===== src/design/pts_pkg.sv =====
// ----------------------------------------------------------------------------
// pts_pkg
// shared types and constants of the periodic task scheduler
// ----------------------------------------------------------------------------
package pts_pkg;

	localparam int CMD_W        = 2;
	localparam int TASK_ID_W    = 2;
	localparam int MASK_BITS    = 4;
	localparam int TASK_COUNT_W = 3;
	localparam int PERIOD_W     = 16;
	localparam int TICK_W       = 32;
	localparam int PERIOD_REGS  = 4;
	localparam int CFG_IDX_W    = 3;
	localparam int CFG_DATA_W   = 16;

	typedef enum logic [CMD_W-1:0] {
		CMD_TICK  = 2'd0,
		CMD_POLL  = 2'd1,
		CMD_START = 2'd2,
		CMD_STOP  = 2'd3
	} cmd_t;

	// configuration register indexes
	localparam logic [CFG_IDX_W-1:0] REG_TASK_COUNT   = 3'd0;
	localparam logic [CFG_IDX_W-1:0] REG_PERIOD_ZERO  = 3'd1;
	localparam logic [CFG_IDX_W-1:0] REG_PERIOD_ONE   = 3'd2;
	localparam logic [CFG_IDX_W-1:0] REG_PERIOD_TWO   = 3'd3;
	localparam logic [CFG_IDX_W-1:0] REG_PERIOD_THREE = 3'd4;

endpackage


===== src/design/periodic_task_scheduler.sv =====
// ----------------------------------------------------------------------------
// periodic_task_scheduler
// table of periodic task timers driven by tick, poll, start and stop commands
// ----------------------------------------------------------------------------
// One command is taken per clock cycle while in_stall is low; each gives one
// fire_mask result through the command register, then the result register. All
// task deadlines are compared against the tick counter and advanced in
// parallel between those registers, so the rate does not depend on NUM_TASKS.
// A tick command increments the 32-bit tick counter, saturating at its maximum;
// a poll examines the first task_count tasks (capped at NUM_TASKS), gives
// every reached task a new deadline of ticks plus period (saturating) and
// flags the enabled ones in fire_mask; other commands return a zero mask.
// Writing a period register also loads that task's deadline with the period.
// Tasks at index four and above have no period register and no mask bit.
// The result register lets a new command in while a result waits.
module periodic_task_scheduler #(
	parameter int NUM_TASKS = 4
) (
	input  logic                              clk,
	input  logic                              arst_n,
	input  logic                              cfg_write,
	input  logic [pts_pkg::CFG_IDX_W-1:0]     cfg_index,
	input  logic [pts_pkg::CFG_DATA_W-1:0]    cfg_data,
	input  logic                              in_valid,
	output logic                              in_stall,
	input  pts_pkg::cmd_t                     command,
	input  logic [pts_pkg::TASK_ID_W-1:0]     task_id,
	output logic                              out_valid,
	input  logic                              out_stall,
	output logic [pts_pkg::MASK_BITS-1:0]     fire_mask
);
	import pts_pkg::*;

	localparam int CNT_W = $clog2(NUM_TASKS + 1);
	localparam int CMP_W = (CNT_W > TASK_COUNT_W) ? CNT_W : TASK_COUNT_W;
	localparam int PAD_W = (NUM_TASKS > MASK_BITS) ? NUM_TASKS : MASK_BITS;

	logic [TASK_COUNT_W-1:0] task_count_q;
	logic [PERIOD_W-1:0]     period_q   [NUM_TASKS];
	logic [TICK_W-1:0]       deadline_q [NUM_TASKS];
	logic [TICK_W-1:0]       tick_q;
	logic [NUM_TASKS-1:0]    enabled_q;

	logic                    valid_s1;
	cmd_t                    cmd_s1;
	logic [TASK_ID_W-1:0]    id_s1;
	logic                    out_valid_q;
	logic [MASK_BITS-1:0]    fire_mask_q;

	logic                    advance;
	logic                    accept;
	logic                    do_item;
	logic [NUM_TASKS-1:0]    reached;
	logic [NUM_TASKS-1:0]    id_hit;
	logic [NUM_TASKS-1:0]    period_wr;
	logic [TICK_W-1:0]       next_deadline [NUM_TASKS];
	logic [TICK_W:0]         dl_sum        [NUM_TASKS];
	logic [PAD_W-1:0]        fire_all;
	logic [MASK_BITS-1:0]    poll_mask;

	assign advance   = !out_valid_q || !out_stall;
	assign in_stall  = valid_s1 && !advance;
	assign accept    = in_valid && !in_stall;
	assign do_item   = valid_s1 && advance;
	assign out_valid = out_valid_q;
	assign fire_mask = fire_mask_q;

	always_comb begin
		for (int i = 0; i < NUM_TASKS; i++) begin
			reached[i] = (CMP_W'(i) < CMP_W'(task_count_q)) && (tick_q >= deadline_q[i]);
			dl_sum[i] = {1'b0, tick_q} + {{(TICK_W + 1 - PERIOD_W){1'b0}}, period_q[i]};
			next_deadline[i] = dl_sum[i][TICK_W] ? '1 : dl_sum[i][TICK_W-1:0];
			id_hit[i] = (CMP_W'(id_s1) == CMP_W'(i));
			// only the first four tasks have a period register
			period_wr[i] = (i < PERIOD_REGS) && cfg_write
				&& (cfg_index == CFG_IDX_W'(int'(REG_PERIOD_ZERO) + i));
		end
		fire_all  = PAD_W'(reached & enabled_q);
		poll_mask = fire_all[MASK_BITS-1:0];
	end

	// transfer control
	always_ff @(posedge clk or negedge arst_n) begin
		if (!arst_n) begin
			valid_s1    <= 1'b0;
			out_valid_q <= 1'b0;
		end else begin
			valid_s1    <= accept || in_stall;
			out_valid_q <= do_item || (out_valid_q && out_stall);
		end
	end

	always_ff @(posedge clk) begin
		if (accept) begin
			cmd_s1 <= command;
			id_s1  <= task_id;
		end
		if (do_item) begin
			fire_mask_q <= (cmd_s1 == CMD_POLL) ? poll_mask : '0;
		end
	end

	// scheduler state
	always_ff @(posedge clk or negedge arst_n) begin
		if (!arst_n) begin
			task_count_q <= '0;
			tick_q       <= '0;
			enabled_q    <= '0;
			for (int i = 0; i < NUM_TASKS; i++) begin
				period_q[i]   <= '0;
				deadline_q[i] <= '0;
			end
		end else begin
			if (do_item) begin
				case (cmd_s1)
					CMD_TICK: begin
						if (tick_q != '1) begin
							tick_q <= tick_q + TICK_W'(1);
						end
					end
					CMD_POLL: begin
						for (int i = 0; i < NUM_TASKS; i++) begin
							if (reached[i]) begin
								deadline_q[i] <= next_deadline[i];
							end
						end
					end
					CMD_START: enabled_q <= enabled_q | id_hit;
					CMD_STOP:  enabled_q <= enabled_q & ~id_hit;
					default: ;
				endcase
			end
			if (cfg_write && cfg_index == REG_TASK_COUNT) begin
				task_count_q <= cfg_data[TASK_COUNT_W-1:0];
			end
			for (int i = 0; i < NUM_TASKS; i++) begin
				if (period_wr[i]) begin
					period_q[i]   <= cfg_data[PERIOD_W-1:0];
					deadline_q[i] <= TICK_W'(cfg_data[PERIOD_W-1:0]);
				end
			end
		end
	end

endmodule


===== config.mk =====
export PLATFORM = sky130hd
export DESIGN_NAME = periodic_task_scheduler
export DESIGN_NICKNAME = d
export VERILOG_FILES = /design/src/design/pts_pkg.sv /design/src/design/periodic_task_scheduler.sv
export SDC_FILE = /design/constraint.sdc
export NUM_CORES = 1
export LEC_CHECK = 0
export BUFFER_PORTS_ARGS = -buffer_cell sky130_fd_sc_hd__buf_2
export CAP_MARGIN = 25
export CORE_MARGIN = 2
export CORE_UTILIZATION = 45
export CTS_CLUSTER_SIZE = 12
export DETAILED_ROUTE_END_ITERATION = 6
export HOLD_SLACK_MARGIN = 0.05
export MAX_ROUTING_LAYER = met4
export PLACE_DENSITY = 0.62
export SLEW_MARGIN = 25
export SYNTH_ARGS = -nofsm -noshare
export SYNTH_HDL_FRONTEND = slang
export SYNTH_SLANG_ARGS = --single-unit

===== constraint.sdc =====
create_clock -name clk -period 3.7 [get_ports clk]
set_input_delay 0.185 -clock clk [delete_from_list [all_inputs] [get_ports clk]]
set_output_delay 0.185 -clock clk [all_outputs]
set_load 0.02 [all_outputs]

Yosys cells after proc, flatten, opt, wreduce, memory -nomap -nowiden

Cells that the tools add are included.

Register bits after elaboration: 241
Latch bits: 0
Bits in writable memories: 0
Bits in read-only memories: 0
Bits of input ports: 28
Word-level logic and storage cells: 101
Memories: 0

$add $sub $neg: 5
$mul: 0
Divide/modulo/power cells: 0
Magnitude comparators: 8
Equal/unequal tests: 11
Shift operators: 0
Multiplexer cells: 15
Bitwise logic cells: 4
Reductions and logical operators: 42

Operator list:

| cell                                                      | count |
|---|---|
| 2-to-1 mux 32 bit                                         | 12 |
| 2-to-1 mux 128 bit                                        | 2 |
| adder 32 x 16 -> 33 bit                                   | 4 |
| >= comparator 32 bit                                      | 4 |
| adder 32 x 1 -> 32 bit, second input constant             | 1 |
| inequality test 32 bit, second input constant             | 1 |
| nonzero test 2 bit                                        | 13 |
| AND reduction 3 bit                                       | 5 |
| logical AND 1 bit                                         | 13 |
| AND 4 bit                                                 | 2 |
| equality test 2 bit, second input constant                | 4 |
| one-hot mux 4 bit (2 select lines)                        | 1 |
| equality test 3 x 2 -> 1 bit, second input constant       | 2 |
| less-than comparator 1 x 3 -> 1 bit, first input constant | 2 |
| less-than comparator 2 x 3 -> 1 bit, first input constant | 2 |
| equality test 2 x 1 -> 1 bit, second input constant       | 2 |
| logical NOT 1 bit                                         | 4 |
| logical NOT 2 bit                                         | 2 |
| inverter 4 bit                                            | 1 |
| OR 4 bit                                                  | 1 |
| equality test 3 x 1 -> 1 bit, second input constant       | 1 |
| equality test 3 bit, second input constant                | 1 |
| logical NOT 3 bit                                         | 1 |
| logical OR 1 bit                                          | 3 |
| AND reduction 2 bit                                       | 1 |

Logic depth before layout (Yosys ltp)

Gate-level depths: netlist of the first run.

Depth after elaboration: 7
Gate-level depth with buffers: 12

Least setup slack after synthesis of the first run

No wires, ideal clock.

Path kind: reg2reg
From: register tick_q[1]
To: register deadline_q[57] (netlist name)
Library setup time: 0.122 ns
Data arrival time: 2.728 ns
Data required time: 3.578 ns
Slack: 0.851 ns
Stages on the path, launching flop included: 10
Clock period less this slack: 2.849 ns
Cells stage by stage: dfrtp_1 -> fa_1 -> a211oi_1 -> o211ai_1 -> a211oi_1 -> o31a_1 -> nand2b_2 -> and2_1 -> nand3_1 -> a32o_1

Longest elaborated chain between the ends: 6

Ends and longest elaborated chain:

| what                           | line                           | text |
|---|---|---|
| start: declaration             | periodic_task_scheduler.sv:41  | `logic [TICK_W-1:0] tick_q;` |
| start signal: assignment       | periodic_task_scheduler.sv:118 | `tick_q <= tick_q + TICK_W'(1);` |
| adder 32 x 16 -> 33 bit        | periodic_task_scheduler.sv:71  | `dl_sum[i] = {1'b0, tick_q} + {{(TICK_W + 1 - PERIOD_W){1'b0}}, period_q[i]};` |
| 2-to-1 mux 32 bit              | periodic_task_scheduler.sv:72  | `next_deadline[i] = dl_sum[i][TICK_W] ? '1 : dl_sum[i][TICK_W-1:0];` |
| 2-to-1 mux 32 bit              | periodic_task_scheduler.sv:123 | `if (reached[i]) begin` |
| 2-to-1 mux 128 bit             | periodic_task_scheduler.sv:115 | `case (cmd_s1)` |
| 2-to-1 mux 128 bit             | periodic_task_scheduler.sv:114 | `if (do_item) begin` |
| 2-to-1 mux 32 bit              | periodic_task_scheduler.sv:137 | `if (period_wr[i]) begin` |
| end signal: indexed assignment | periodic_task_scheduler.sv:124 | `deadline_q[i] <= next_deadline[i];` |
| end signal: indexed assignment | periodic_task_scheduler.sv:139 | `deadline_q[i] <= TICK_W'(cfg_data[PERIOD_W-1:0]);` |
| end: declaration               | periodic_task_scheduler.sv:40  | `logic [TICK_W-1:0] deadline_q [NUM_TASKS];` |

Parallel ways exist; a longest one is shown, timed or not. The select of a mux whose other input is x is not followed.
A chain may end at the register's enable or synchronous reset.

Final worst setup path of the first run

From: register tick_q[10]
To: register deadline_q[96] (netlist name)

The elaborated chain is that of the path after synthesis.

==> results.toml, run 1 <==
[routing]
ant_nets = 0
drtIter0Drc = 981
post_drt_wl_per_cell_um = 19.7
avgViaCountPerCell = 5.78
drc = 0
dr.pass1.iters = 5
wirelength_um = 51300
vias = 15100

[synthesis]
synth-compound-area-share = 0.212
syn-cell-area_um2 = 17200
synthSimpleGateAreaFrac = 0.170
synth_xor_area_frac = 0.0484
synth_area_per_cell_um2 = 8.61
synthCells = 1995
synth_cell_types = 92
synthMuxAreaShare = 0.0150
synthArstFlopShare = 0.967
ys_ff_latch = 241
syn_nets = 2220
yosys_warnings = 0
synthAdderAreaFrac = 0.145
seq_area_frac_synth = 0.353
synth_ff_type = "dfrtp_1"
synth_top_family_by_area = "compound AO/OA/AOI/OAI gates"
synth_edf_count = 8

[timing]
slew_headroom = 0.379
fin_skew_ps = 12.2
min_period_ps = 3380
min_period_over_period = 0.913
rsz0062_at_grt = "no"
max_slew.worst_pin.slew_ps = 931
finalSetupViolCount = 0
report.final.slew_viol_count = 0
fmax_mhz = 296
hold_viol_final = 0
setup-tns-final_ps = 0

[grt]
grt_max_degree = 122
grt_pass1_wl_um = 81400
grtUsageTotal = 0.271
grt_pass1_vias = 14600
grt_antenna_before_repair = 0
overflow = 0

[clock_tree]
cts_tree = "yes"
cts.sinks = 241
cts.clk_slew.worst_paths_ps = 60
ctsLongestPathBuffers = 3
htree_num_levels = 1
cts_root_buf = "clkbuf_16"
worstSkewPairLatency_ps = 570
post_cts_buffers = 0
cts_buffers = 30

[run]
maxCapViolCount = 0

[min_path]
hold_class = "primary input to asynchronous set/reset pin"

[floorplan]
ios = 34
core_area_um2 = 37700
placementRows = 71
dieArea_um2 = 39800
die_h_um = 199
start_util = 0.456
die_w_um = 199

[critical_path]
ff2ff_path_depth = 9
r2r-start = "tick_q[10]$_DFFE_PN0P_"
crit_start = "tick_q[10]$_DFFE_PN0P_"
worstPathRequired_ps = 4160
crit_type = "flip-flop to flip-flop"
r2r_setup_slack_ps = 320
critPathLaunchType = "flip-flop"
endpoint = "deadline_q[96]$_DFFE_PN0P_"
endpoint_kind = "flip-flop"
worstPathMaxFanout = 27
timing.rr.end = "deadline_q[96]$_DFFE_PN0P_"
cp.arrival_ps = 3830

[placed_design]
placed_area_um2 = 18200
portBuffers = 33
hpwl_um = 37900
gp_congestion = 0.952

[outcome]
status = "complete, no violations"

[cells_and_area]
antenna_cells = 0
final_area_um2 = 19500
final_nets = 2293
utilization = 0.517
drive_gt1_frac = 0.0947
area_delta_synth_final_pct = 13.3

[power]
p_leak_nw = 9.13
power.density_nw_per_um2 = 521
vdd_drop_max_mv = 0.381
==> logic make-up after synthesis <==
family / after synthesis
adder cells (fa/ha/maj): 197
buffers and inverters: 238
AND/OR/NAND/NOR: 640
XOR/XNOR: 95
multiplexers: 25
flip-flops: 241
AO/OA/AOI/OAI: 559
==> layout make-up <==
cell class,instances,area (um^2)
repair buffers,125,976
flip-flops and latches,241,6070
well taps,511,639
inverters,154,578
clock buffers,46,943
clock inverters,9,95.1
fillers,3613,18200
multi-input cells,1516,10200
==> cell usage after synthesis (all sizes together), types with 4 or more instances <==
cell | count | area, um^2
a211oi | 14 | 105
nor2 | 100 | 383
edfxtp | 8 | 240
nand4 | 32 | 200
a211o | 7 | 61.3
xnor2 | 66 | 578
nor3 | 24 | 136
o311ai | 25 | 219
o32ai | 4 | 35.0
a21oi | 167 | 855
mux2 | 6 | 67.6
o21ai | 116 | 584
buf | 29 | 190
o2bb2ai | 8 | 70.1
o21a | 15 | 113
a21o | 37 | 278
nor3b | 4 | 35.0
or3 | 4 | 25.0
a22o | 7 | 61.3
and2 | 18 | 114
xor2 | 29 | 254
a31oi | 32 | 213
nand2 | 340 | 1280
dfrtp | 233 | 5830
and3 | 29 | 181
and4 | 6 | 52.6
or2 | 8 | 50.1
fa | 4 | 80.1
nand3 | 40 | 215
nor2b | 14 | 87.6
a32o | 4 | 40.0
o211ai | 33 | 258
o21bai | 11 | 86.3
inv | 153 | 574
nand2b | 11 | 71.3
ha | 193 | 2410
o31ai | 20 | 170
clkbuf | 55 | 208
a221oi | 4 | 35.0
o22ai | 17 | 106
mux2i | 19 | 190
==> worst max-delay path: stages (launching register included) <==
cell and delay, ps:
dfrtp_1 600, ha_1 420, nand4_1 110, or4_1 480
o211ai_1 330, a31oi_1 260, nor3_4 480, buf_12 250
nor3b_1 230, o21ai_1 90
==> metrics by stage <==
step | power [W] | hold slack (ps) | setup WS, ps | std cells
final | 0.0101 | 158 | 323 | 2602
after global routing | 0.0108 | 214 | 0.704 | 2602
after CTS | 0.0102 | 166 | 367 | 2602
after detailed placement | 0.00700 | 178 | 385 | 2523
after global placement | 0.00693 | 168 | 428 | 2523
after floorplan | 0.00606 | -111 | 851 | 1995
==> what timing repair did <==
item	in CTS	in global routing
hold buffers	24	0
endpoints found under the hold margin	187	0
resized for setup	0	0
==> placed cells by master, fill, tap and decap left out, types with 8 or more instances in the layout <==
master         instances
a211oi_1              14
a21o_1                37
a21oi_1              164
a31oi_1               30
and2_1                15
and3_1                29
buf_2                 32
buf_4                 64
clkbuf_16             32
clkbuf_8               9
dfrtp_1              233
dlygate4sd3_1         24
edfxtp_1               8
ha_1                 193
inv_1                152
mux2i_1               19
nand2_1              338
nand2b_1              10
nand3_1               37
nand4_1               32
nor2_1                95
nor2b_1               14
nor3_1                22
o211ai_1              31
o21a_1                15
o21ai_0              102
o21ai_1               13
o21bai_1              10
o22ai_1               17
o2bb2ai_1              8
o311ai_0              25
o31ai_1               16
xnor2_1               66
xor2_1                29
==> flip-flops by register name (all words and copies together), names as in the netlist, named ones only <==
name and cells:
cmd_s1 2, tick_q 32, id_s1 2, deadline_q 128
task_count_q 3, period_q 64, valid_s1 1, out_valid 1
fire_mask 4
==> routing by layer <==
layer	vias to the layer above	GRT usage	routed length (um)
li1	7255	-	-
met1	7235	0.357	23100
met2	452	0.432	23400
met3	109	0.0365	2870
met4	0	0.0925	1910
met5	-	-	0
==> power breakdown <==
part / switching (W) / internal [W] / total [W]
Combinational: 0.00195 / 0.00145 / 0.00339
Clock: 0.00120 / 0.00188 / 0.00308
Sequential: 0.000406 / 0.00325 / 0.00366
Total: 0.00355 / 0.00658 / 0.0101
==> worst min path at each step <==
stage,depth (start not counted),end,slack [ps]
after floorplan,0,asynchronous set/reset pin,-110
after global placement,1,deadline_q[56]$_DFFE_PN0P_,170
after detailed placement,1,deadline_q[62]$_DFFE_PN0P_,180
after CTS,2,deadline_q[54]$_DFFE_PN0P_,170
after global routing,2,deadline_q[56]$_DFFE_PN0P_,210
final,2,deadline_q[56]$_DFFE_PN0P_,160
No activity file was read; power rests on OpenSTA's default activity.
==> inputs of run 2 (changes only) <==
--- a/config.mk
+++ b/config.mk
@@ -5,6 +5,7 @@
 export SDC_FILE = /design/constraint.sdc
 export NUM_CORES = 1
 export LEC_CHECK = 0
+export ABC_AREA = 1
 export BUFFER_PORTS_ARGS = -buffer_cell sky130_fd_sc_hd__buf_2
 export CAP_MARGIN = 25
 export CORE_MARGIN = 2
==> run 2 against run 1 <==
  * Non-clock buffer count rose by 27
  * Wire length rose by 70%
  * Die area rose by 18%
==> results.toml, run 2 <==
[routing]
post_drt_wl_per_cell_um = 22.3
drtIter0Drc = 2177
dr.pass1.iters = 6
vias = 21400
drc = 0
ant_nets = 0
avgViaCountPerCell = 5.48
wirelength_um = 87200

[synthesis]
synth_ff_type = "dfrtp_1"
syn-cell-area_um2 = 20400
yosys_warnings = 0
yosys-top-cells-area = "dfrtp_1, nand2_1, ha_1"
synth_common_cells = "nand2_1, inv_1, nand3_1"
synth_top_area_share = 0.286
synth_cell_types = 40
ys_ff_latch = 241
syn_nets = 3404
synthArstFlopShare = 0.967
synth.most_common_cell = "nand2_1"
synth_top_cell_by_area = "dfrtp_1"
synthCells = 3179
synth_edf_count = 8
synth_area_per_cell_um2 = 6.42
seq_area_frac_synth = 0.297

[cells_and_area]
layout_common_cells = "nand2_1, inv_1, nand3_1, dfrtp_1, nor2_1"
final_area_um2 = 23000
layout_commonest_cell = "nand2_1"
reg.largest.list = "deadline_q (128), period_q (64), tick_q (32)"
drive_gt1_frac = 0.0671
area_delta_synth_final_pct = 12.6
largest_register = "deadline_q"
largest_reg_flops = 128
final_nets = 3510

[grt]
overflow = 0
grt_pass1_wl_um = 130000
grt_antenna_before_repair = 2
grtUsageTotal = 0.383
grt_max_degree = 112
grt_pass1_vias = 20400

[clock_tree]
cts.sinks = 241
worstSkewPairLatency_ps = 620
cts_tree = "yes"
ctsLongestPathBuffers = 3
cts_root_buf = "clkbuf_16"
htree_num_levels = 1
post_cts_buffers = 0
cts.clk_slew.worst_paths_ps = 60
cts_buffers = 30

[placed_design]
portBuffers = 33
gp_congestion = 1.04
hpwl_um = 66700
placed_area_um2 = 21600

[critical_path]
cpMostUsedCell = "nand2_1"
r2r_setup_slack_ps = 370
worstPathRequired_ps = 4230
crit_slowest_cell = "dfrtp_1"
crit_type = "flip-flop to flip-flop"
path_cells = "inv_1, ha_1, nand2_1, nor2_1, nand2_1, nor2_1, nor2_1, nand2_1, nand2_1, nand2_1, nand3_2, nor2_1, buf_4, nand2_1, nand2_1"
r2r-start = "tick_q[0]$_DFFE_PN0P_"
critPathLaunchType = "flip-flop"
endpoint_kind = "flip-flop"
timing.rr.end = "deadline_q[58]$_DFFE_PN0P_"
critPathMaxStageDelay_ps = 570
cp.arrival_ps = 3860
worstPathMaxFanout = 20
ff2ff_path_depth = 15

[timing]
fmax_mhz = 301
finalSetupViolCount = 0
report.final.slew_viol_count = 0
hold_viol_final = 0
min_period_over_period = 0.899
max_slew.worst_pin.slew_ps = 1020
rsz0062_at_grt = "no"
holdWs_ps = 62.4
setup-tns-final_ps = 0
min_period_ps = 3330
slew_headroom = 0.317
fin_skew_ps = 28.6

[floorplan]
die_h_um = 217
dieArea_um2 = 47100
placementRows = 78
core_area_um2 = 45100
die_w_um = 217
ios = 34
start_util = 0.453

[outcome]
status = "complete, no violations"

[min_path]
hold_class = "primary input to asynchronous set/reset pin"

[run]
maxCapViolCount = 0

[power]
power.density_nw_per_um2 = 526
vdd_drop_max_mv = 0.379
p_leak_nw = 13.1
## run 2: critical path: cells and delay by family, from the launching register on
| kind | cells | cell delay (ps) |
|---|---|---|
| flops | 1 | 570 |
| fa+ha+maj | 1 | 370 |
| buf+inv | 2 | 550 |
| simple gates | 12 | 1730 |
## run 2: repair_timing
action	CTS	global route
hold buffers	27	0
gates resized for setup	0	0
hold endpoints to repair	181	0
## run 2: routing by layer
| metal | track usage | up-vias | routed length [um] |
|---|---|---|---|
| li1 | - | 10200 | - |
| met1 | 0.503 | 10100 | 37300 |
| met2 | 0.568 | 920 | 37100 |
| met3 | 0.0607 | 209 | 7180 |
| met4 | 0.201 | 0 | 5650 |
| met5 | - | - | 0 |
## run 2: worst max path at each step
| stage | end | slack, ps | start |
|---|---|---|---|
| 2_1_floorplan | deadline_q[4]$_DFFE_PN0P_ | 1420 | tick_q[1]$_DFFE_PN0P_ |
| 3_3_place_gp | deadline_q[77]$_DFFE_PN0P_ | 470 | tick_q[1]$_DFFE_PN0P_ |
| 3_5_place_dp | deadline_q[77]$_DFFE_PN0P_ | 490 | tick_q[0]$_DFFE_PN0P_ |
| 4_1_cts | deadline_q[77]$_DFFE_PN0P_ | 440 | tick_q[11]$_DFFE_PN0P_ |
| 5_1_grt | deadline_q[49]$_DFFE_PN0P_ | 210 | tick_q[0]$_DFFE_PN0P_ |
| 6_report | deadline_q[58]$_DFFE_PN0P_ | 370 | tick_q[0]$_DFFE_PN0P_ |
## run 2: through the flow
| stage | setup slack [ps] | power (W) | cells | utilization |
|---|---|---|---|---|
| 6_report | 372 | 0.0121 | 3911 | 0.510 |
| 5_1_grt | 210 | 0.0130 | 3910 | 0.510 |
| 3_5_place_dp | 487 | 0.00885 | 3825 | 0.480 |
| 4_1_cts | 444 | 0.0120 | 3907 | 0.509 |
| 3_3_place_gp | 475 | 0.00878 | 3825 | 0.480 |
| 2_1_floorplan | 1420 | 0.00728 | 3179 | - |
## run 2: layout make-up
type,instances,area [um^2]
Fill cell,4648,22100
Multi-Input combinational cell,2429,12300
Sequential cell,241,6070
Inverter,431,1620
Timing Repair Buffer,152,1180
Clock buffer,43,880
Tap cell,600,751
Clock inverter,12,146
Antenna cell,3,7.51
## run 2: report_power, final
group          switching [W]  leakage (nW)  total (W)  internal [W]
clock network        0.00129         0.514    0.00314       0.00185
logic                0.00313          9.56    0.00499       0.00186
registers           0.000581          3.06    0.00394       0.00336
## run 2: cells by family after synthesis
kind of cell,count (synthesis),synth area share
and+or+nand+nor,1941,0.394
buffers and inverters,509,0.0994
xor gates and xnor gates,71,0.0305
DFF,241,0.297
AOI/OAI and AO/OA,218,0.0559
muxes,2,0.00110
adders and majority gates,197,0.122
==> inputs of run 3 (changes only) <==
--- a/config.mk
+++ b/config.mk
@@ -6,12 +6,12 @@
 export NUM_CORES = 1
 export LEC_CHECK = 0
 export ABC_AREA = 1
-export BUFFER_PORTS_ARGS = -buffer_cell sky130_fd_sc_hd__buf_2
 export CAP_MARGIN = 25
 export CORE_MARGIN = 2
 export CORE_UTILIZATION = 45
 export CTS_CLUSTER_SIZE = 12
 export DETAILED_ROUTE_END_ITERATION = 6
+export DONT_BUFFER_PORTS = 1
 export HOLD_SLACK_MARGIN = 0.05
 export MAX_ROUTING_LAYER = met4
 export PLACE_DENSITY = 0.62
==> run 3 against run 2 <==
  * The run now ends with negative hold slack left
  * Combinational power decreased by 3%
  * Sequential cell count unchanged
  * Count of clock-buffer cells in the layout decreased by 3
  * Die area unchanged
  * Non-clock buffer count decreased by 56
  * First-iteration DRC count decreased by 9.6%
  * Hold slack got worse by 760 ps
  * Cell count decreased by 1.3%
  * Register-to-register slack got worse by 120 ps
  * Fmax decreased by 3.4%
  * Critical endpoint is now deadline_q[61]$_DFFE_PN0P_
  * Largest power group unchanged
==> results.toml, run 3 (synthesis results as in run 2) <==
[outcome]
status = "finished with violations"
violations = "negative hold slack"

[clock_tree]
ctsResizeCount = 0
cts_tree = "yes"
postCtsHoldBufs = 28
ctsLongestPathBuffers = 3
cts_root_buf = "clkbuf_16"
htree_num_levels = 1
cts.clk_slew.worst_paths_ps = 70
worstSkewPairLatency_ps = 610
cts.sinks = 241
cts_buffers = 31

[power]
fin_total_pwr_w = 0.0121
p_comb_frac = 0.400
power.density_nw_per_um2 = 536
p_seq_frac = 0.329
power.internal_w = 0.00716
p_sw_frac = 0.410
p_clk_frac = 0.271
p_leak_nw = 12.9
vdd_drop_max_mv = 0.427
power_switching_w = 0.00498

[grt]
grt_pass1_vias = 20100
grt_pass1_wl_um = 125000
grt_max_degree = 234
overflow = 0
grt_antenna_before_repair = 4
grtUsageTotal = 0.366

[timing]
fin_skew_ps = 38.2
min_period_ps = 3440
finalSetupViolCount = 0
report.final.slew_viol_count = 0
max_slew.worst_pin.slew_ps = 949
hold_viol_final = 233
min_period_over_period = 0.931
slew_headroom = 0.367
setup-tns-final_ps = 0
fmax_mhz = 290
setup_ws_ps = 256
holdWs_ps = -700
rsz0062_at_grt = "no"

[critical_path]
crit_start = "tick_q[3]$_DFFE_PN0P_"
crit_type = "flip-flop to flip-flop"
critPathLaunchType = "flip-flop"
endpoint_kind = "flip-flop"
worstPathMaxFanout = 16
r2r-start = "tick_q[3]$_DFFE_PN0P_"
worstPathRequired_ps = 4150
cp.arrival_ps = 3900

[routing]
ant_nets = 0
drtIter0Drc = 1967
dr.pass1.iters = 6
vias = 21200
post_drt_wl_per_cell_um = 21.6
drc = 0
avgViaCountPerCell = 5.48
wirelength_um = 83400

[floorplan]
start_util = 0.453
die_h_um = 217
ios = 34
die_w_um = 217
dieArea_um2 = 47100
placementRows = 78
core_area_um2 = 45100

[placed_design]
dp_cells = 3769
gp_congestion = 1.01
hpwl_um = 62900
portBuffers = 0
pre_cts_ws_ps = 390

[min_path]
hold_class = "primary input to asynchronous set/reset pin"

[cells_and_area]
largest_register = "deadline_q"
layout_common_cells = "nand2_1, inv_1, nand3_1, dfrtp_1, nor2_1"
final_nets = 3455
drive_gt1_frac = 0.0531
area_delta_synth_final_pct = 11.1
fillCellCount = 4733
largest_reg_flops = 128
reg.largest.list = "deadline_q (128), period_q (64), tick_q (32)"
layout_commonest_cell = "nand2_1"
final_cells = 3859

[run]
maxCapViolCount = 0
## run 3: power by group through the flow
stage,clock network [W],logic (W),registers (W)
after CTS,0.00333,0.00480,0.00397
final,0.00329,0.00486,0.00399
after global routing,0.00343,0.00556,0.00406
after detailed placement,0,0.00470,0.00401
after global placement,0,0.00462,0.00399
after floorplan,0,0.00350,0.00378
## run 3: cell type report
cell class,instances,area [um^2],area share
diodes,4,10.0,0.000441
clock buffers,40,890,0.0392
flip-flops and latches,241,6070,0.268
multi-input cells,2429,12300,0.544
well taps,600,751,0.0331
clock inverters,18,204,0.00899
repair buffers,96,803,0.0354
inverters,431,1620,0.0713
## run 3: timing repair
item / 4_1_cts / 5_1_grt
buffers inserted: 0 / 0
hold endpoints to repair: 374 / 233
setup endpoints to repair: 0 / 0
## run 3: metrics by stage
| stage | hold slack, ps | util | instance area (um^2) |
|---|---|---|---|
| after floorplan | -111 | - | 20400 |
| after global placement | -96.8 | 0.472 | 21300 |
| after detailed placement | -97.2 | 0.472 | 21300 |
| after CTS | -735 | 0.503 | 22700 |
| after global routing | -723 | 0.503 | 22700 |
| final | -700 | 0.503 | 22700 |
## run 3: metal layers
layer | track usage | share of wire | up-vias
li1 | - | - | 10100
met2 | 0.542 | 0.42 | 902
met1 | 0.480 | 0.43 | 9909
met4 | 0.155 | 0.050 | 0
met5 | - | 0 | -
met3 | 0.0861 | 0.099 | 206
## run 3: worst paths after layout
check	to	slack, ps	depth (start not counted)
max	deadline_q[61]$_DFFE_PN0P_	260	13
min	deadline_q[23]$_DFFE_PN0P_	-700	0
max reg2reg	deadline_q[61]$_DFFE_PN0P_	260	13
min reg2reg	period_q[56]$_DFFE_PN0P_	480	2
max in group asynchronous	period_q[57]$_DFFE_PN0P_	4000	0
min in group clk	period_q[29]$_DFFE_PN0P_	140	5
## run 3: worst max-delay path, stage by stage (launching register included)
cell	delay (ps)
dfrtp_1	660
ha_1	460
nand2_1	70
nor2_1	180
nand2_1	140
nor2_1	110
nor2_1	50
nand2_1	280
nand2_1	90
nand2_1	140
nand3_2	490
buf_4	430
nand3_1	80
o21ai_0	80
